$ cat config.mk
export PLATFORM = sky130hd
export DESIGN_NAME = bpa_word_scan
export DESIGN_NICKNAME = d
export VERILOG_FILES = /design/src/sv/bpa_pkg.sv /design/src/sv/bpa_word_scan.sv
export SDC_FILE = /design/constraint.sdc
export NUM_CORES = 1
export LEC_CHECK = 0
export ABC_AREA = 1
export BUFFER_PORTS_ARGS = -buffer_cell sky130_fd_sc_hd__buf_2
export CAP_MARGIN = 20
export CELL_PAD_IN_SITES_DETAIL_PLACEMENT = 1
export CELL_PAD_IN_SITES_GLOBAL_PLACEMENT = 1
export CORE_AREA = 5 5 69 71
export DETAILED_ROUTE_END_ITERATION = 10
export DIE_AREA = 0 0 74 76
export PLACE_DENSITY_LB_ADDON = 0.1
export RECOVER_POWER = 100
export SKIP_LAST_GASP = 1
export SYNTH_ARGS = -nofsm -noshare
export SYNTH_HDL_FRONTEND = slang
export SYNTH_SLANG_ARGS = --single-unit
$ cat constraint.sdc
create_clock -name vclk -period 2
set_input_delay 0.3 -clock vclk [all_inputs]
set_output_delay 0.3 -clock vclk [all_outputs]
set_load 0.1 [all_outputs]
$ cat src/sv/bpa_pkg.sv
package bpa_pkg;

    // default geometry of the bitmap
    localparam int DEF_NUM_PAGES = 4096;
    localparam int DEF_WORD_BITS = 32;

    // width of the page fields on the channels
    localparam int PAGE_W = 12;

    // pages 0 to 2 are never handed out
    localparam int RESERVED_PAGES = 3;

    typedef enum logic
    {
        CMD_ALLOC = 1'b0,
        CMD_FREE  = 1'b1
    } cmd_t;

    typedef enum logic [1:0]
    {
        ST_ALLOCATED = 2'd0,
        ST_NONE_FREE = 2'd1,
        ST_FREED     = 2'd2
    } status_t;

    typedef enum logic [1:0]
    {
        S_CLEAR,
        S_IDLE,
        S_SCAN,
        S_DONE
    } state_t;

endpackage

$ cat src/sv/bpa_word_scan.sv
module bpa_word_scan #(
    parameter int WORD_BITS = 32,
    parameter int LAST_BITS = 32
) (
    input  logic [WORD_BITS-1:0]         word,
    input  logic                         is_first,
    input  logic                         is_last,
    output logic                         found,
    output logic [WORD_BITS-1:0]         lowest,
    output logic [$clog2(WORD_BITS)-1:0] bit_idx
);
    import bpa_pkg::*;

    localparam int BW = $clog2(WORD_BITS);

    logic [WORD_BITS-1:0] avail;

    // free bits that may be handed out: not reserved, not past the last page
    always_comb
    begin
        for (int j = 0; j < WORD_BITS; j++)
        begin
            avail[j] = ~word[j]
                       & ~(is_first && (j < RESERVED_PAGES))
                       & ~(is_last && (j >= LAST_BITS));
        end
    end

    // isolate the lowest free bit
    assign lowest = avail & (~avail + WORD_BITS'(1));
    assign found  = |avail;

    // one-hot to binary, each output bit an independent or-reduction
    always_comb
    begin
        bit_idx = '0;
        for (int k = 0; k < BW; k++)
        begin
            for (int j = 0; j < WORD_BITS; j++)
            begin
                if (j[k])
                begin
                    bit_idx[k] = bit_idx[k] | lowest[j];
                end
            end
        end
    end

endmodule

== Word-level counts from Yosys, hierarchy flattened ==
Cells that the tools add are included.
Widths: inputs -> output; s select.

* Bits of input ports: 34
* Word-level logic and storage cells: 115
* Register bits after elaboration: 0

* Reduce and logical (&&, ||, !) cells: 1
* Bitwise gates (word level): 113
* Add/subtract/negate cells: 1

{| class="wikitable"
|+ Operators with widths
! cell !! count
|-
| $or 1x1->1 || 75
|-
| $not 1->1 || 33
|-
| $add 32x1->32 const B || 1
|-
| $and 32x32->32 || 1
|-
| $not 32->32 || 1
|-
| $reduce_or 32->1 || 1
|-
| $and 1x1->1 || 3
|}

== Longest topological paths before layout ==
* Depth after elaboration: 20
* Gate-level depth with buffers: 12
* Mapped depth without buffers: 12

== Worst setup path after synthesis ==
Ideal clock, no wire load.

* Path kind: input to output
* Start point: input is_first
* End point: output bit_idx[2]
* Stages on the path: 8
* Path slack: -2.259 ns
* Data required time: 1.700 ns
* Arrival: 3.959 ns
* Cells stage by stage: nor2_2 > nor2_4 > nand2_2 > nor3_1 > nor2_1 > nand3_1 > nor2_1 > nand3_1

* Elaborated cells on any way between the ends: 22

{| class="wikitable"
|+ RTL lines
! element !! line !! text
|-
| start, declared || bpa_word_scan.sv:6 || <nowiki>input logic is_first,</nowiki>
|-
| $not 1->1 * || bpa_word_scan.sv:24 || <nowiki>& ~(is_first && (j < RESERVED_PAGES))</nowiki>
|-
| $and 1x1->1 || bpa_word_scan.sv:24 ||
|-
| $not 32->32 * || bpa_word_scan.sv:30 || <nowiki>assign lowest = avail & (~avail + WORD_BITS'(1));</nowiki>
|-
| $add 32x1->32 * || bpa_word_scan.sv:30 ||
|-
| $and 32x32->32 * || bpa_word_scan.sv:30 ||
|-
| via lowest[7] || bpa_word_scan.sv:9 || <nowiki>output logic [WORD_BITS-1:0] lowest,</nowiki>
|-
| $or 1x1->1 * (13 in a row) || bpa_word_scan.sv:43 || <nowiki>bit_idx[k] = bit_idx[k] | lowest[j];</nowiki>
|-
| end, declared || bpa_word_scan.sv:10 || <nowiki>output logic [$clog2(WORD_BITS)-1:0] bit_idx</nowiki>
|}

Mark *: on every way through the listed nets, which the timed path passes. The rest lies on a longest branch.

== Worst setup path in the final report ==
* Start point: input word[5]
* End point: output bit_idx[0]

* Cells in the longest elaborated chain, start to end: 18

{| class="wikitable"
|+ Ends and longest elaborated chain
! element !! line !! text
|-
| start, declared || bpa_word_scan.sv:5 || <nowiki>input logic [WORD_BITS-1:0] word,</nowiki>
|-
| $not 1->1 * || bpa_word_scan.sv:23 || <nowiki>avail[j] = ~word[j]</nowiki>
|-
| $not 32->32 || bpa_word_scan.sv:30 ||
|-
| $add 32x1->32 || bpa_word_scan.sv:30 ||
|-
| $and 32x32->32 * || bpa_word_scan.sv:30 ||
|-
| $or 1x1->1 (13 in a row) || bpa_word_scan.sv:43 ||
|-
| $or 1x1->1 * || bpa_word_scan.sv:43 ||
|}

Every way passes the cells marked *; elsewhere a longest branch is shown, timed or not.

==> impl_metrics.ini <==
[setup_path]
crit_path_end_kind = output port
cp_max_fo = 8
criticalPathCategory = in2out
cp.arrival_ns = 1.82
critPathLaunchType = input pin
cp.required_ns = 1.70

[pwr]
power_leakage_nw = 1.55
total_power_uw = 430
irDropWorstVdd_mv = 0.0929
powerDensity_mw_per_mm2 = 155

[floorplanning]
die_width_um = 74
rows = 24
die_h_um = 76
dieArea_mm2 = 0.00562
core-area_mm2 = 0.00417
io_pins = 72
start_util_pct = 26.1

[final_layout]
fillCellCount = 522
drive_above_1_share_pct = 53.4
post-route-util_pct = 66.6
layout_common_cells = buf_4 (58), inv_1 (56), nand2_1 (47), buf_12 (33), buf_2 (24)
stdcell_area_mm2 = 0.00278
final_common_cell = buf_4
area_growth_pct = 155
multi_input_area_mm2 = 0.00122
nets = 399
diodes = 0
regArea_um2 = 0
seq_cell_count = 0
clkbuf_count = 0

[synth]
yosys_warnings = 0
seq_area_frac_synth_pct = 0
synth_cells = 242
syn-num-nets = 276
avgSynthCellArea_um2 = 4.51
netlist_area_mm2 = 0.00109
synth.distinct_cells = 21

[routing]
first_iter_violations = 112
routedWlPerCell_um = 21.0
route.vias.total = 2208
routed_via_density = 5.32
dr.pass1.iters = 4
drt_wl_total_mm = 8.72
ant_nets = 0
drc = 0

[placed_design]
numPortBuffers = 71
place_congestion = 0.874
dpl.hpwl_mm = 5.25
dp_slack_ns = -0.152
dpl_cell_area_mm2 = 0.00247

[sta]
fmax_ghz = 0.471
period_minus_slack_ns = 2.12
max_slew.worst_pin.slew_ns = 0.558
hold_viol = 0
rsz0062_at_grt = yes
drv_slew = 0
slew_headroom_pct = 62.9
fin_crit_sh_pct = 106
worst_slack_ns = -0.121
setup_tns_ns = -0.411
finalSetupViolations = 6

[global_route]
antenna_found_initial = 0
grt_pass1_wl_mm = 9.58
track_usage_pct = 20.7
grt_pass1_vias = 2023
grt_overflow = 0
grt_max_degree = 9

[run]
maxCapViolCount = 0

[hold_path]
hold_path.class = in2out

[cts]
ctsHoldBuffers = 0

[status]
status = complete, but fails checks
violations = setup timing
## per-layer routing
metal	vias to the layer above	track usage, %	routed length [um]	share of wire [%]
li1	992	-	-	-
met1	1064	27.7	3330	38
met2	119	37.9	4480	51
met3	33	0.792	449	5.2
met4	0	0.181	463	5.3
met5	-	0	0	0
## Yosys cell counts, drive strengths merged
library cell / number / area, um2
and3: 1 / 6.26
nand3: 15 / 85.1
inv: 62 / 233
o21ai: 5 / 32.5
nor4: 3 / 18.8
nor3: 12 / 65.1
nand2: 64 / 248
nand3b: 6 / 45.0
nor2: 58 / 250
nand4: 14 / 93.8
a21oi: 2 / 13.8
## what timing repair did
| action | in CTS | in global routing |
|---|---|---|
| pin swaps | 7 | 32 |
| cloned | 0 | 0 |
| endpoints found under the setup margin | 8 | 8 |
| gates resized for setup | 19 | 61 |
| buffers inserted | 1 | 9 |
| hold endpoints to repair | 0 | 0 |
## stage by stage
step,hold WS [ns],std cells
final,0.954,415
after global routing,0.970,415
after CTS,0.961,406
after detailed placement,0.960,405
after global placement,0.961,405
after floorplan,0.704,242
## cell type report
type                       count  share of cell area, %
timing repair buffer         121                   45.5
tap                           52                   2.34
multi-input combinational    180                   43.8
inverter                      62                   8.37
## cell families after synthesis
| logic type | after synthesis | share of synthesized area, % |
|---|---|---|
| and+or+nand+nor | 173 | 74.4 |
| buffers and inverters | 62 | 21.3 |
| AOI/OAI and AO/OA | 7 | 4.24 |
## worst paths after layout
kind	from	depth (start not counted)	slack, ns	endpoint
max	word[5]	12	-0.12	bit_idx[0]
min	word[24]	3	0.95	lowest[24]
## where the power goes
part	internal [mW]	total [mW]	switching [mW]	leakage, nW
registers	0	0	0	0
logic	0.142	0.430	0.288	1.55
clock network	0	0	0	0
total	0.142	0.430	0.288	1.55
## worst max-delay path, cell delays in order
cell and delay (ns):
buf_4 0.14, nand2_4 0.07, nor2_4 0.13, nand2_4 0.08, nor2_4 0.20, nand2_1 0.15, nand3_1 0.13, inv_1 0.07
nand2_1 0.11, inv_1 0.06, nand3_1 0.16, buf_12 0.20
(Power assumes the default switching activity.)
